**src/design/fpwm_pkg.sv**
```systemverilog
package fpwm_pkg;

	// Field widths fixed by the interface.
	localparam int TEMP_W      = 18;
	localparam int PWM_W       = 8;
	localparam int SPEED_W     = 16;
	localparam int WLEN_W      = 5;
	localparam int CFG_IDX_W   = 3;
	localparam int CFG_DATA_W  = 8;
	localparam int S_TDATA_W   = 48;
	localparam int M_TDATA_W   = 8;

	// Divisor width covers the temperature span (at most 255000) and any fill count.
	localparam int DEN_W       = 18;
	// Magnitude of the interpolation product stays below 2**26.
	localparam int PROD_MAG_W  = 26;
	localparam int PROD_W      = 28;

	localparam int MILLI_PER_DEG = 1000;
	localparam int PWM_CEIL      = 255;

	localparam int MAX_WINDOW_DEF = 16;

	// Register reset values.
	localparam logic [7:0] LOW_TEMP_RST   = 8'd40;
	localparam logic [7:0] HIGH_TEMP_RST  = 8'd80;
	localparam logic [7:0] START_PWM_RST  = 8'd150;
	localparam logic [7:0] STOP_PWM_RST   = 8'd100;
	localparam logic [7:0] MIN_PWM_RST    = 8'd0;
	localparam logic [7:0] MAX_PWM_RST    = 8'd255;
	localparam logic [4:0] WINDOW_LEN_RST = 5'd1;

	// Register indexes on the configuration channel.
	typedef enum logic [CFG_IDX_W-1:0] {
		CFG_LOW_TEMP   = 3'd0,
		CFG_HIGH_TEMP  = 3'd1,
		CFG_START_PWM  = 3'd2,
		CFG_STOP_PWM   = 3'd3,
		CFG_MIN_PWM    = 3'd4,
		CFG_MAX_PWM    = 3'd5,
		CFG_WINDOW_LEN = 3'd6
	} cfg_idx_t;

	// Commands from the controller to the datapath.
	typedef struct packed {
		logic load;
		logic rd;
		logic div_start;
		logic div_sel_int;
		logic avg_take;
		logic mul_take;
		logic res_take;
		logic out_load;
		logic out_kick;
	} ctrl_cmd_t;

	// Status from the datapath to the controller.
	typedef struct packed {
		logic rd_last;
		logic div_busy;
		logic div_done;
		logic mid;
		logic kick_need;
	} ctrl_status_t;

endpackage

```
**src/design/fan_pwm_temperature_curve.sv**
```systemverilog
// Fan PWM from temperature: each input transfer is one control tick carrying a temperature in
// millidegrees, the PWM currently applied and, when s_tuser flags fans, the slowest tachometer
// reading. The block averages the last window_len samples (window_len held within one and the
// history depth; fewer while the history fills), truncating toward zero, maps the average onto
// a linear curve between low_temp_c and high_temp_c and returns one result, or two when a
// stopped fan in the linear region first needs the start_pwm kick (m_tuser high, m_tlast low
// on the kick). One tick is handled at a time. The summation reads one history entry a cycle;
// the average then costs one pass of the shared bit-serial divider, 26 bits wide at the default
// depth of 16, and the interpolation a second pass, which a tick at the curve ends skips. A
// result waiting for m_tready holds the block. The next tick is taken as soon as the final
// result sits in the output register. Configuration writes are always ready and must only be
// made while the block is idle.
module fan_pwm_temperature_curve #(
	parameter int MAX_WINDOW = fpwm_pkg::MAX_WINDOW_DEF
) (
	input  logic                                 clk,
	input  logic                                 arst_n,
	// Input stream.
	input  logic                                 s_tvalid,
	output logic                                 s_tready,
	// [17:0] temperature_mc, [25:18] previous_pwm, [41:26] min_fan_speed, [47:42] zero
	input  logic [fpwm_pkg::S_TDATA_W-1:0]       s_tdata,
	// [0] fans_present
	input  logic [0:0]                           s_tuser,
	// Result stream.
	output logic                                 m_tvalid,
	input  logic                                 m_tready,
	// [7:0] pwm_value
	output logic [fpwm_pkg::M_TDATA_W-1:0]       m_tdata,
	// [0] kick_start
	output logic [0:0]                           m_tuser,
	output logic                                 m_tlast,
	// Configuration write channel.
	input  logic                                 cfg_valid,
	output logic                                 cfg_ready,
	input  logic [fpwm_pkg::CFG_IDX_W-1:0]       cfg_index,
	input  logic [fpwm_pkg::CFG_DATA_W-1:0]      cfg_data
);

	fpwm_pkg::ctrl_cmd_t    cmd;
	fpwm_pkg::ctrl_status_t status;
	logic                   out_kick;

	assign cfg_ready = 1'b1;

	fpwm_ctrl u_ctrl (
		.clk      (clk),
		.arst_n   (arst_n),
		.s_tvalid (s_tvalid),
		.s_tready (s_tready),
		.m_tvalid (m_tvalid),
		.m_tready (m_tready),
		.status   (status),
		.cmd      (cmd)
	);

	fpwm_datapath #(
		.MAX_WINDOW (MAX_WINDOW)
	) u_datapath (
		.clk          (clk),
		.arst_n       (arst_n),
		.cmd          (cmd),
		.status       (status),
		.cfg_we       (cfg_valid),
		.cfg_index    (cfg_index),
		.cfg_data     (cfg_data),
		.in_temp      (s_tdata[17:0]),
		.in_prev_pwm  (s_tdata[25:18]),
		.in_fans      (s_tuser[0]),
		.in_min_speed (s_tdata[41:26]),
		.out_pwm      (m_tdata),
		.out_kick     (out_kick)
	);

	// The kick is never the last result of a tick.
	assign m_tuser = out_kick;
	assign m_tlast = !out_kick;

endmodule

```
**src/design/fpwm_div.sv**
```systemverilog
// Restoring unsigned divider, one quotient bit per cycle.
module fpwm_div #(
	parameter int NUM_W = 26,
	parameter int DEN_W = 18
) (
	input  logic             clk,
	input  logic             arst_n,
	input  logic             start,
	input  logic [NUM_W-1:0] dividend,
	input  logic [DEN_W-1:0] divisor,
	output logic             busy,
	output logic             done,
	output logic [NUM_W-1:0] quotient
);

	localparam int CNT_W = $clog2(NUM_W + 1);

	logic [NUM_W-1:0] work_q;
	logic [DEN_W-1:0] rem_q;
	logic [DEN_W-1:0] divisor_q;
	logic [CNT_W-1:0] cnt_q;
	logic             busy_q;
	logic             done_q;

	logic [DEN_W:0]   rem_sh;
	logic             ge;
	logic [DEN_W:0]   rem_diff;

	// One shift-and-subtract step.
	assign rem_sh   = {rem_q, work_q[NUM_W-1]};
	assign ge       = rem_sh >= {1'b0, divisor_q};
	assign rem_diff = rem_sh - {1'b0, divisor_q};

	// Control of the iteration.
	always_ff @(posedge clk or negedge arst_n) begin
		if (!arst_n) begin
			busy_q <= 1'b0;
			done_q <= 1'b0;
			cnt_q  <= '0;
		end else if (start) begin
			busy_q <= 1'b1;
			done_q <= 1'b0;
			cnt_q  <= CNT_W'(NUM_W);
		end else if (busy_q) begin
			cnt_q <= cnt_q - CNT_W'(1);
			if (cnt_q == CNT_W'(1)) begin
				busy_q <= 1'b0;
				done_q <= 1'b1;
			end
		end else begin
			done_q <= 1'b0;
		end
	end

	// Remainder and quotient shift registers.
	always_ff @(posedge clk) begin
		if (start) begin
			work_q    <= dividend;
			rem_q     <= '0;
			divisor_q <= divisor;
		end else if (busy_q) begin
			work_q <= {work_q[NUM_W-2:0], ge};
			rem_q  <= ge ? rem_diff[DEN_W-1:0] : rem_sh[DEN_W-1:0];
		end
	end

	assign busy     = busy_q;
	assign done     = done_q;
	assign quotient = work_q;

endmodule

```
**src/design/fpwm_datapath.sv**
```systemverilog
// Datapath: configuration registers, sample history, averaging, curve and output register.
module fpwm_datapath #(
	parameter int MAX_WINDOW = fpwm_pkg::MAX_WINDOW_DEF
) (
	input  logic                                 clk,
	input  logic                                 arst_n,
	input  fpwm_pkg::ctrl_cmd_t                  cmd,
	output fpwm_pkg::ctrl_status_t               status,
	input  logic                                 cfg_we,
	input  logic [fpwm_pkg::CFG_IDX_W-1:0]       cfg_index,
	input  logic [fpwm_pkg::CFG_DATA_W-1:0]      cfg_data,
	input  logic [fpwm_pkg::TEMP_W-1:0]          in_temp,
	input  logic [fpwm_pkg::PWM_W-1:0]           in_prev_pwm,
	input  logic                                 in_fans,
	input  logic [fpwm_pkg::SPEED_W-1:0]         in_min_speed,
	output logic [fpwm_pkg::PWM_W-1:0]           out_pwm,
	output logic                                 out_kick
);

	localparam int TW     = fpwm_pkg::TEMP_W;
	localparam int PW     = fpwm_pkg::PWM_W;
	localparam int AW     = (MAX_WINDOW > 1) ? $clog2(MAX_WINDOW) : 1;
	localparam int FILL_W = $clog2(MAX_WINDOW + 1);
	localparam int CMP_W  = (FILL_W > fpwm_pkg::WLEN_W) ? FILL_W : fpwm_pkg::WLEN_W;
	localparam int SUM_W  = TW + $clog2(MAX_WINDOW);
	localparam int NUM_W  = (SUM_W > fpwm_pkg::PROD_MAG_W) ? SUM_W : fpwm_pkg::PROD_MAG_W;
	localparam int DEN_W  = fpwm_pkg::DEN_W;
	localparam int PRW    = fpwm_pkg::PROD_W;
	localparam logic signed [TW-1:0] TEMP_SCALE = TW'(fpwm_pkg::MILLI_PER_DEG);
	localparam logic [AW-1:0] WRAP_IDX = AW'(MAX_WINDOW - 1);

	// Configuration registers.
	logic [7:0]                low_temp_q;
	logic [7:0]                high_temp_q;
	logic [PW-1:0]             start_pwm_q;
	logic [PW-1:0]             stop_pwm_q;
	logic [PW-1:0]             min_pwm_q;
	logic [PW-1:0]             max_pwm_q;
	logic [fpwm_pkg::WLEN_W-1:0] window_len_q;

	// Item and window state.
	logic [PW-1:0]             prev_pwm_q;
	logic                      fans_q;
	logic [fpwm_pkg::SPEED_W-1:0] min_speed_q;
	logic [AW-1:0]             wp_q;
	logic [FILL_W-1:0]         fill_q;
	logic [AW-1:0]             rd_idx_q;
	logic [FILL_W-1:0]         rd_cnt_q;
	logic                      acc_s1;
	logic signed [TW-1:0]      rd_data_s1;
	logic signed [SUM_W-1:0]   sum_q;
	logic signed [TW-1:0]      avg_q;
	logic signed [PRW-1:0]     prod_q;
	logic [PW-1:0]             pwm_q;
	logic [PW-1:0]             out_pwm_q;
	logic                      out_kick_q;

	logic [TW-1:0]             hist_mem [MAX_WINDOW];

	// Combinational signals.
	logic [CMP_W-1:0]          win_ext;
	logic [FILL_W-1:0]         win;
	logic [FILL_W:0]           fill_inc;
	logic [FILL_W-1:0]         fill_next;
	logic [AW-1:0]             wp_next;
	logic [AW-1:0]             rd_idx_next;
	logic signed [TW-1:0]      min_t;
	logic signed [TW-1:0]      max_t;
	logic signed [TW:0]        diff_c;
	logic signed [TW:0]        span_c;
	logic signed [PW:0]        delta_c;
	logic signed [PRW-1:0]     prod_c;
	logic                      le_min;
	logic                      ge_max;
	logic                      mid;
	logic [SUM_W-1:0]          sum_mag;
	logic [PRW-1:0]            prod_mag;
	logic [NUM_W-1:0]          div_num;
	logic [DEN_W-1:0]          div_den;
	logic                      div_busy;
	logic                      div_done;
	logic [NUM_W-1:0]          quot;
	logic [TW-1:0]             avg_pos;
	logic signed [PW+2:0]      interp_c;
	logic [PW-1:0]             interp_clamped;

	// Configuration writes; unknown indexes are dropped.
	always_ff @(posedge clk or negedge arst_n) begin
		if (!arst_n) begin
			low_temp_q   <= fpwm_pkg::LOW_TEMP_RST;
			high_temp_q  <= fpwm_pkg::HIGH_TEMP_RST;
			start_pwm_q  <= fpwm_pkg::START_PWM_RST;
			stop_pwm_q   <= fpwm_pkg::STOP_PWM_RST;
			min_pwm_q    <= fpwm_pkg::MIN_PWM_RST;
			max_pwm_q    <= fpwm_pkg::MAX_PWM_RST;
			window_len_q <= fpwm_pkg::WINDOW_LEN_RST;
		end else if (cfg_we) begin
			case (fpwm_pkg::cfg_idx_t'(cfg_index))
				fpwm_pkg::CFG_LOW_TEMP:   low_temp_q   <= cfg_data;
				fpwm_pkg::CFG_HIGH_TEMP:  high_temp_q  <= cfg_data;
				fpwm_pkg::CFG_START_PWM:  start_pwm_q  <= cfg_data;
				fpwm_pkg::CFG_STOP_PWM:   stop_pwm_q   <= cfg_data;
				fpwm_pkg::CFG_MIN_PWM:    min_pwm_q    <= cfg_data;
				fpwm_pkg::CFG_MAX_PWM:    max_pwm_q    <= cfg_data;
				fpwm_pkg::CFG_WINDOW_LEN: window_len_q <= cfg_data[fpwm_pkg::WLEN_W-1:0];
				default: ;
			endcase
		end
	end

	// Effective window length, held within one and the history depth.
	always_comb begin
		win_ext = CMP_W'(window_len_q);
		if (win_ext == '0) begin
			win_ext = CMP_W'(1);
		end else if (win_ext > CMP_W'(MAX_WINDOW)) begin
			win_ext = CMP_W'(MAX_WINDOW);
		end
		win = win_ext[FILL_W-1:0];
	end

	// Fill count and circular pointers.
	assign fill_inc    = {1'b0, fill_q} + (FILL_W + 1)'(1);
	assign fill_next   = (fill_inc > {1'b0, win}) ? win : fill_inc[FILL_W-1:0];
	assign wp_next     = (wp_q == WRAP_IDX) ? '0 : wp_q + AW'(1);
	assign rd_idx_next = (rd_idx_q == '0) ? WRAP_IDX : rd_idx_q - AW'(1);

	// Window bookkeeping and the running sum.
	always_ff @(posedge clk or negedge arst_n) begin
		if (!arst_n) begin
			wp_q     <= '0;
			fill_q   <= '0;
			rd_idx_q <= '0;
			rd_cnt_q <= '0;
			acc_s1   <= 1'b0;
		end else begin
			acc_s1 <= cmd.rd;
			if (cmd.load) begin
				wp_q     <= wp_next;
				fill_q   <= fill_next;
				rd_idx_q <= wp_q;
				rd_cnt_q <= '0;
			end else if (cmd.rd) begin
				rd_idx_q <= rd_idx_next;
				rd_cnt_q <= rd_cnt_q + FILL_W'(1);
			end
		end
	end

	// Sample history; only entries within the fill count are ever summed.
	always_ff @(posedge clk) begin
		if (cmd.load) begin
			hist_mem[wp_q] <= in_temp;
		end
		rd_data_s1 <= hist_mem[rd_idx_q];
	end

	// Item capture and arithmetic results.
	always_ff @(posedge clk) begin
		if (cmd.load) begin
			prev_pwm_q  <= in_prev_pwm;
			fans_q      <= in_fans;
			min_speed_q <= in_min_speed;
			sum_q       <= '0;
		end else if (acc_s1) begin
			sum_q <= sum_q + SUM_W'(rd_data_s1);
		end
		if (cmd.avg_take) begin
			avg_q <= sum_q[SUM_W-1] ? TW'(-avg_pos) : avg_pos;
		end
		if (cmd.mul_take) begin
			prod_q <= prod_c;
		end
		if (cmd.res_take) begin
			pwm_q <= mid ? interp_clamped : (le_min ? min_pwm_q : max_pwm_q);
		end
		if (cmd.out_load) begin
			out_pwm_q  <= cmd.out_kick ? start_pwm_q : pwm_q;
			out_kick_q <= cmd.out_kick;
		end
	end

	// Temperature limits in millidegrees and the curve regions.
	assign min_t   = TW'(TW'(signed'(low_temp_q)) * TEMP_SCALE);
	assign max_t   = TW'(TW'(signed'(high_temp_q)) * TEMP_SCALE);
	assign le_min  = avg_q <= min_t;
	assign ge_max  = avg_q >= max_t;
	assign mid     = !le_min && !ge_max;
	assign diff_c  = (TW + 1)'(avg_q) - (TW + 1)'(min_t);
	assign span_c  = (TW + 1)'(max_t) - (TW + 1)'(min_t);
	assign delta_c = signed'({1'b0, max_pwm_q}) - signed'({1'b0, stop_pwm_q});
	assign prod_c  = PRW'(diff_c) * PRW'(delta_c);

	// Operand selection for the shared divider, as magnitudes.
	assign sum_mag  = sum_q[SUM_W-1] ? SUM_W'(-sum_q) : SUM_W'(sum_q);
	assign prod_mag = prod_q[PRW-1] ? PRW'(-prod_q) : PRW'(prod_q);
	assign div_num  = cmd.div_sel_int ? NUM_W'(prod_mag[fpwm_pkg::PROD_MAG_W-1:0])
	                                  : NUM_W'(sum_mag);
	assign div_den  = cmd.div_sel_int ? span_c[DEN_W-1:0] : DEN_W'(fill_q);

	fpwm_div #(
		.NUM_W (NUM_W),
		.DEN_W (DEN_W)
	) u_div (
		.clk      (clk),
		.arst_n   (arst_n),
		.start    (cmd.div_start),
		.dividend (div_num),
		.divisor  (div_den),
		.busy     (div_busy),
		.done     (div_done),
		.quotient (quot)
	);

	// Signed results of the two divisions; the interpolation share is at most 255.
	assign avg_pos  = quot[TW-1:0];
	assign interp_c = (prod_q[PRW-1] ? -signed'({3'b000, quot[PW-1:0]})
	                                 : signed'({3'b000, quot[PW-1:0]}))
	                  + signed'({3'b000, stop_pwm_q});

	// Clamp to the PWM range.
	always_comb begin
		if (interp_c < 0) begin
			interp_clamped = '0;
		end else if (interp_c > (PW + 3)'(fpwm_pkg::PWM_CEIL)) begin
			interp_clamped = PW'(fpwm_pkg::PWM_CEIL);
		end else begin
			interp_clamped = interp_c[PW-1:0];
		end
	end

	assign status.rd_last   = rd_cnt_q == (fill_q - FILL_W'(1));
	assign status.div_busy  = div_busy;
	assign status.div_done  = div_done;
	assign status.mid       = mid;
	assign status.kick_need = mid && ((prev_pwm_q == '0) ||
	                                  (fans_q && (min_speed_q == '0)));

	assign out_pwm  = out_pwm_q;
	assign out_kick = out_kick_q;

	// The fill count never exceeds the history depth.
	assert property (@(posedge clk) disable iff (!arst_n)
		fill_q <= FILL_W'(MAX_WINDOW))
		else $error("fill count beyond history depth");

	// A division is never started while one is running.
	assert property (@(posedge clk) disable iff (!arst_n)
		cmd.div_start |-> !div_busy)
		else $error("divider restarted while busy");

	// After an item is taken the window holds at least one sample.
	assert property (@(posedge clk) disable iff (!arst_n)
		cmd.load |=> fill_q != '0)
		else $error("empty window after a new sample");

endmodule

```
**src/design/fpwm_ctrl.sv**
```systemverilog
// Controller: sequences summation, the averaging division, the interpolation division when needed, and result delivery.
module fpwm_ctrl (
	input  logic                   clk,
	input  logic                   arst_n,
	input  logic                   s_tvalid,
	output logic                   s_tready,
	output logic                   m_tvalid,
	input  logic                   m_tready,
	input  fpwm_pkg::ctrl_status_t status,
	output fpwm_pkg::ctrl_cmd_t    cmd
);

	typedef enum logic [3:0] {
		ST_IDLE,
		ST_SUM,
		ST_SUM_END,
		ST_AVG_START,
		ST_AVG_WAIT,
		ST_MUL,
		ST_REGION,
		ST_INT_WAIT,
		ST_KICK,
		ST_FINAL
	} state_t;

	state_t state_q;
	state_t state_next;
	logic   out_valid_q;
	logic   out_free;

	assign out_free = !out_valid_q || m_tready;
	assign s_tready = state_q == ST_IDLE;
	assign m_tvalid = out_valid_q;

	// Commands and next state.
	always_comb begin
		cmd        = '0;
		state_next = state_q;
		case (state_q)
			ST_IDLE: begin
				if (s_tvalid) begin
					cmd.load   = 1'b1;
					state_next = ST_SUM;
				end
			end
			ST_SUM: begin
				cmd.rd = 1'b1;
				if (status.rd_last) begin
					state_next = ST_SUM_END;
				end
			end
			ST_SUM_END: begin
				state_next = ST_AVG_START;
			end
			ST_AVG_START: begin
				cmd.div_start = 1'b1;
				state_next    = ST_AVG_WAIT;
			end
			ST_AVG_WAIT: begin
				if (status.div_done) begin
					cmd.avg_take = 1'b1;
					state_next   = ST_MUL;
				end
			end
			ST_MUL: begin
				cmd.mul_take = 1'b1;
				state_next   = ST_REGION;
			end
			ST_REGION: begin
				if (status.mid) begin
					cmd.div_start   = 1'b1;
					cmd.div_sel_int = 1'b1;
					state_next      = ST_INT_WAIT;
				end else begin
					cmd.res_take = 1'b1;
					state_next   = ST_FINAL;
				end
			end
			ST_INT_WAIT: begin
				if (status.div_done) begin
					cmd.res_take = 1'b1;
					state_next   = status.kick_need ? ST_KICK : ST_FINAL;
				end
			end
			ST_KICK: begin
				if (out_free) begin
					cmd.out_load = 1'b1;
					cmd.out_kick = 1'b1;
					state_next   = ST_FINAL;
				end
			end
			ST_FINAL: begin
				if (out_free) begin
					cmd.out_load = 1'b1;
					state_next   = ST_IDLE;
				end
			end
			default: begin
				state_next = ST_IDLE;
			end
		endcase
	end

	// State and output valid.
	always_ff @(posedge clk or negedge arst_n) begin
		if (!arst_n) begin
			state_q     <= ST_IDLE;
			out_valid_q <= 1'b0;
		end else begin
			state_q <= state_next;
			if (cmd.out_load) begin
				out_valid_q <= 1'b1;
			end else if (m_tready) begin
				out_valid_q <= 1'b0;
			end
		end
	end

	// A result is never loaded over one that has not been transferred.
	assert property (@(posedge clk) disable iff (!arst_n)
		cmd.out_load |-> (!out_valid_q || m_tready))
		else $error("output register overwritten");

	// A kick result is always followed by the final result of the same tick.
	assert property (@(posedge clk) disable iff (!arst_n)
		(cmd.out_load && cmd.out_kick) |=> state_q == ST_FINAL)
		else $error("kick not followed by final result");

	// The divider only reports completion while the controller waits for it.
	assert property (@(posedge clk) disable iff (!arst_n)
		status.div_done |-> (state_q == ST_AVG_WAIT || state_q == ST_INT_WAIT))
		else $error("divider completion outside a wait state");

endmodule

```
**config.mk**
```make
export PLATFORM = sky130hd
export DESIGN_NAME = fan_pwm_temperature_curve
export DESIGN_NICKNAME = d
export VERILOG_FILES = /design/src/design/fpwm_pkg.sv /design/src/design/fan_pwm_temperature_curve.sv /design/src/design/fpwm_div.sv /design/src/design/fpwm_datapath.sv /design/src/design/fpwm_ctrl.sv
export SDC_FILE = /design/constraint.sdc
export NUM_CORES = 1
export LEC_CHECK = 0
export BUFFER_PORTS_ARGS = -buffer_cell sky130_fd_sc_hd__buf_2
export CORE_MARGIN = 4
export CORE_UTILIZATION = 59
export DETAILED_ROUTE_END_ITERATION = 7
export PLACE_DENSITY = 0.86
export SLEW_MARGIN = 20
export SYNTH_ARGS = -nofsm -noshare
export SYNTH_HDL_FRONTEND = slang
export SYNTH_SLANG_ARGS = --single-unit
```
**constraint.sdc**
```tcl
create_clock -name clk -period 12.9 [get_ports clk]
set_input_delay 1.29 -clock clk [delete_from_list [all_inputs] [get_ports clk]]
set_output_delay 1.29 -clock clk [all_outputs]
set_load 0.02 [all_outputs]
```
==> metrics, run 1 <==
Die ar.=0.0653 mm²; Synth cell types=83; critical path peak fanout=7; initial core utilization=59.8%; Startpoint Class=register; routed len/inst=22.6 µm; core area=0.0605 mm²; Least-Margin Pin Slew=1140 ps; Rows=90; Synth Net Count=3561; Port Buf Inserts=70; share of the synthesized area in the top cell type=34.8%; Mapped Area=0.0361 mm²; DP HPWL=61300 µm; Max-Cap Viols=0; area leader, netlist=edfxtp_1; Syn Inst Count=3052; Slew HR=23.0%; cts repair resizes=0; Final period util=86.9%; critical path's slowest cell=o31ai_1; Initial DRC Count=2527; largest cells by area after synthesis=edfxtp_1 (35%), fa_1 (11%), ha_1 (8.6%); first-pass GRT wire length=142000 µm; fin util=65.1%; Post-synth EDFFs=419; GRT Overall Usage=27.4%; die height=255 µm; sequential-to-total area share from yosys stat=43.9%; Hold Violations, Final=0; most frequent cell after synthesis=edfxtp_1; critical path class=reg2reg; worst hold path type=reg2reg; Final min period=11200 ps; final setup fails=0; Compound-Gate Fraction of Synth Area=8.81%; Area after DPL=0.0374 mm²; max-slew violations=0; initial antenna violation count=4; Area Growth Syn to Fin=9.00%; vias in the first global route=25200; Synth top cells by count=edfxtp_1 (419), inv_1 (347), ha_1 (249); layout cells sized above 1=12.7%; CTS tree=done; critical path arrival=11580 ps; remaining global-route overflow=0; RSZ-0062 raised after global routing=false; final wirelength=89700 µm; largest family of logic cells by synthesized area=adder cells; # clock sinks=561; latest clock arrival within the worst-skew pair=660 ps; H-tree depth=2; Async SR Flop Fraction=15.0%; Post-CTS Hold Fix Bufs=0; largest net degree at the start of global routing=76; vias=24800; Die Wd=255 µm; register bit count reported by yosys=561; placed insts=3853; Main synth FF type=edfxtp_1; simple-gate share of the synthesized area=10.1%; drt drc=0; drt pass-1 iters=6; Most Frequent Cell on Critical Path=fa_1; CTS clk-pin slew, worst paths=70 ps; slowest stage delay, CP=890 ps; GP Congestion=0.963; WP data required=13270 ps; I/O pin cnt=78; Vias/cell=6.25; outcome=finished, final reports clean; Antenna Nets Post-Route=0; fmax=0.0892 GHz; Setup TNS Final=0 ps; mux cell area share after synthesis=8.21%; clock root buffer=clkbuf_16; adder-cell share of the synthesized area=19.5%; Post CTS Setup Buffer Count=0; fin area=0.0394 mm²; Mean Syn Cell Area=11.8 µm²; Clock Skew=49.9 ps; final std cells w/o fill=3960; Num CTS Buffers=58; Final #Nets=3640; Clock Path Buffers=3; Post-Synth XOR/XNOR Area=4.79%; CP endpoint kind=register; Synth warnings=0
==> final timing paths <==
kind,cells after the start,start,end,slack [ps]
setup / recovery,34,u_datapath.low_temp_q[3]$_DFFE_PN1P_,u_datapath.prod_q[27]$_DFFE_PP_,1700
hold / removal,2,u_datapath.u_div.rem_q[17]$_SDFFE_PP0P_,u_datapath.u_div.rem_q[17]$_SDFFE_PP0P_,480
setup reg to reg,34,u_datapath.low_temp_q[3]$_DFFE_PN1P_,u_datapath.prod_q[27]$_DFFE_PP_,1700
hold reg to reg,2,u_datapath.u_div.rem_q[17]$_SDFFE_PP0P_,u_datapath.u_div.rem_q[17]$_SDFFE_PP0P_,480
max in group asynchronous,2,arst_n,u_datapath.rd_idx_q[0]$_DFFE_PN0P_,11150
min in group asynchronous,1,arst_n,u_datapath.high_temp_q[7]$_DFFE_PN0P_,630
==> final cells by class <==
cell class,count,area (µm²)
clock buffer,68,1520
clock inverter,36,433
antenna,3,7.51
tap,782,978
multi-input combinational,2048,18600
inverter,349,1310
fill,4151,21100
timing repair buffer,113,676
sequential,561,15900
==> layer usage <==
metal  vias up  track usage (%)  routed length, µm
li1      11000                -                  -
met1     12200             33.8              32600
met2      1225             47.1              44900
met3       331             4.64               6860
met4         2             13.8               5330
met5         -                0                 13
==> critical path: cells and delay by family (launching register included) <==
| family | cells | cell delay, ps |
|---|---|---|
| adder cells (fa/ha/maj) | 12 | 5180 |
| buffers and inverters | 5 | 320 |
| AND/OR/NAND/NOR | 3 | 940 |
| XOR/XNOR | 2 | 630 |
| flip-flops | 1 | 600 |
| AO/OA/AOI/OAI | 12 | 3270 |
==> sequential cells by signal (all words and copies together), names as in the netlist, 16 cells and up <==
signal / flops
u_datapath.u_div.rem_q: 18
u_datapath.min_speed_q: 16
u_datapath.u_div.quotient: 26
u_datapath.hist_mem: 288
u_datapath.prod_q: 27
u_datapath.u_div.divisor_q: 18
u_datapath.avg_q: 18
u_datapath.sum_q: 22
u_datapath.rd_data_s1: 18
==> through the flow <==
stage,setup slack [ps],hold WS (ps)
2_1_floorplan,3250,445
3_3_place_gp,2100,460
3_5_place_dp,1970,468
4_1_cts,1880,479
5_1_grt,1260,511
6_report,1700,482
==> kinds of logic after synthesis <==
| family | Yosys count |
|---|---|
| AND/OR/NAND/NOR | 757 |
| flip-flops | 561 |
| AO/OA/AOI/OAI | 470 |
| adder cells (fa/ha/maj) | 445 |
| buffers and inverters | 443 |
| XOR/XNOR | 196 |
| multiplexers | 179 |
| other | 1 |
==> cell usage in the layout, fill, tap and decap left out, drive strengths merged, types with 26 or more instances in the layout <==
master,instances
fa,195
a21oi,107
ha,249
nor2,207
o21a,39
dfxtp,58
a211oi,30
inv,348
mux2i,50
nand2,219
dfrtp,64
a21o,26
nand3,39
and2,38
mux2,39
edfxtp,419
nand2b,40
clkbuf,68
mux4,90
buf,113
nor3,66
xor2,72
o21ai,116
clkinv,26
xnor2,123
Power of run 1 is not shown: default switching activity piles up to over one toggle a cycle in this logic, so the estimate is an artifact.
==> inputs of run 2 (changes only) <==
--- a/config.mk
+++ b/config.mk
@@ -6,10 +6,12 @@
 export NUM_CORES = 1
 export LEC_CHECK = 0
 export BUFFER_PORTS_ARGS = -buffer_cell sky130_fd_sc_hd__buf_2
+export CELL_PAD_IN_SITES_DETAIL_PLACEMENT = 0
+export CELL_PAD_IN_SITES_GLOBAL_PLACEMENT = 1
 export CORE_MARGIN = 4
-export CORE_UTILIZATION = 59
+export CORE_UTILIZATION = 53
 export DETAILED_ROUTE_END_ITERATION = 7
-export PLACE_DENSITY = 0.86
+export PLACE_DENSITY = 0.92
 export SLEW_MARGIN = 20
 export SYNTH_ARGS = -nofsm -noshare
 export SYNTH_HDL_FRONTEND = slang
==> run 2 against run 1 <==
  * Non-clock buffer count is 2 lower
  * Global-route usage is 3.0 points lower
  * Sequential cell count stayed put
  * Sequential share of layout area is 0.083 points lower
  * Routed wire length is 1.2% lower
  * Final cell count is 2.4% higher
  * Worst hold slack worse by 14 ps
  * Critical endpoint unchanged
  * Largest cell class unchanged
==> metrics, run 2 (synthesis gave the netlist of run 1 again) <==
outcome=finished, final reports clean; CP endpoint kind=register; crit path launch=u_datapath.low_temp_q[3]$_DFFE_PN1P_; CTS clk-pin slew, worst paths=60 ps; core area=0.0674 mm²; Port Buf Inserts=70; Area Growth Syn to Fin=9.20%; Setup TNS Final=0 ps; Worst Reg-to-Reg Cells=34; initial core utilization=53.6%; CTS tree=done; die height=269 µm; WP data required=13300 ps; cts repair resizes=0; Die Wd=269 µm; worst hold path type=reg2reg; Vias/cell=5.94; max-slew violations=0; clock root buffer=clkbuf_16; WL met2=43400 µm; Hold Path Stages=2; wl on met1=35600 µm; Clock Skew=63.4 ps; fmax=0.0881 GHz; worst hold path endpoint=u_datapath.u_div.rem_q[17]$_SDFFE_PP0P_; Rows=95; largest net degree at the start of global routing=65; final setup fails=0; Slew HR=24.5%; Hold Violations, Final=0; Least-Margin Pin Slew=1130 ps; routed len/inst=21.9 µm; Max-Cap Viols=0; max FFs per register=288; vias=24100; initial antenna violation count=6; slowest stage delay, CP=870 ps; I/O pin cnt=78; drt pass-1 iters=5; register-to-register setup slack=1550 ps; critical path peak fanout=7; first-pass GRT wire length=140000 µm; GRT Overall Usage=24.4%; most common cell after layout, fill and taps aside=edfxtp_1; Final min period=11350 ps; DP HPWL=64400 µm; RR Startpoint=u_datapath.low_temp_q[3]$_DFFE_PN1P_; latest clock arrival within the worst-skew pair=660 ps; Area after DPL=0.0375 mm²; Crit path max-delay family=adder cells; met3 WL=6360 µm; Num CTS Buffers=58; critical path class=reg2reg; drt drc=0; critical path's slowest cell=o31ai_1; remaining global-route overflow=0; Initial DRC Count=2130; Clock Path Buffers=3; highest routed metal layer=met5; vias in the first global route=25100; Die ar.=0.0724 mm²; Startpoint Class=register; Post-CTS Hold Fix Bufs=0; critical path arrival=11750 ps; RSZ-0062 raised after global routing=false; Antenna Nets Post-Route=0; fin area=0.0395 mm²; Post CTS Setup Buffer Count=0; Top reg by flops=u_datapath.hist_mem; Final period util=88.0%; hold_sp=u_datapath.u_div.rem_q[17]$_SDFFE_PP0P_; Final #Nets=3638; # clock sinks=561; worst path buffer plus inverter count=5; H-tree depth=2; most frequent cells in the layout=edfxtp_1 (419), inv_1 (346), ha_1 (249); layout cells sized above 1=12.9%; worst reg2reg path endpoint=u_datapath.prod_q[27]$_DFFE_PP_; GP Congestion=0.921; final wirelength=88600 µm; Most Frequent Cell on Critical Path=fa_1
run 2: cell types whose count changed in the layout (fill, tap and decap cells not counted), moves of 2 or more:
cell / change
clkinv_2: +8
bufinv_16: -3
buf_4: -2
clkbuf_1: +2
clkinv_1: -2
xor2_1: -2
xor2_2: +2
run 2: worst max path at each step:
stage / slack (ps) / depth (start not counted) / to
detailed placement: 1620 / 34 / u_datapath.prod_q[27]$_DFFE_PP_
CTS: 1530 / 34 / u_datapath.prod_q[27]$_DFFE_PP_
global route: 940 / 34 / u_datapath.prod_q[27]$_DFFE_PP_
finish: 1550 / 34 / u_datapath.prod_q[27]$_DFFE_PP_
global placement: 1640 / 34 / u_datapath.prod_q[27]$_DFFE_PP_
floorplan: 3250 / 33 / u_datapath.prod_q[27]$_DFFE_PP_
run 2: area by class of cell:
class,count,area (µm²)
clock buffer,71,1540
tap,873,1090
multi-input combinational,2048,18600
antenna,3,7.51
timing repair buffer,111,661
inverter,349,1310
sequential,561,15900
fill,5283,27900
clock inverter,39,368
run 2: metrics by stage:
step                      hold WS (ps)  util, %  cells  worst slack (ps)
after CTS                          468     58.5   4052              1530
after global placement             457     55.7   3942              1640
after global routing               503     58.5   4054               944
after floorplan                    445        -   3052              3250
after detailed placement           458     55.7   3942              1620
final                              468     58.5   4055              1550
run 2: per-layer routing:
layer,global-route usage [%],vias to the layer above
met5,0,-
met4,9.01,4
met3,4.51,217
met2,40.7,912
met1,32.2,12000
li1,-,11000
run 2: worst register-to-register path: cells and delay by family, from the launching register on:
| kind | cells | cell delay (ps) |
|---|---|---|
| DFF | 1 | 590 |
| adders and majority gates | 12 | 5150 |
| buffers and inverters | 5 | 310 |
| and+or+nand+nor | 3 | 990 |
| xor gates and xnor gates | 2 | 720 |
| AOI/OAI and AO/OA | 12 | 3330 |
Power of run 2 is left out for the same reason.
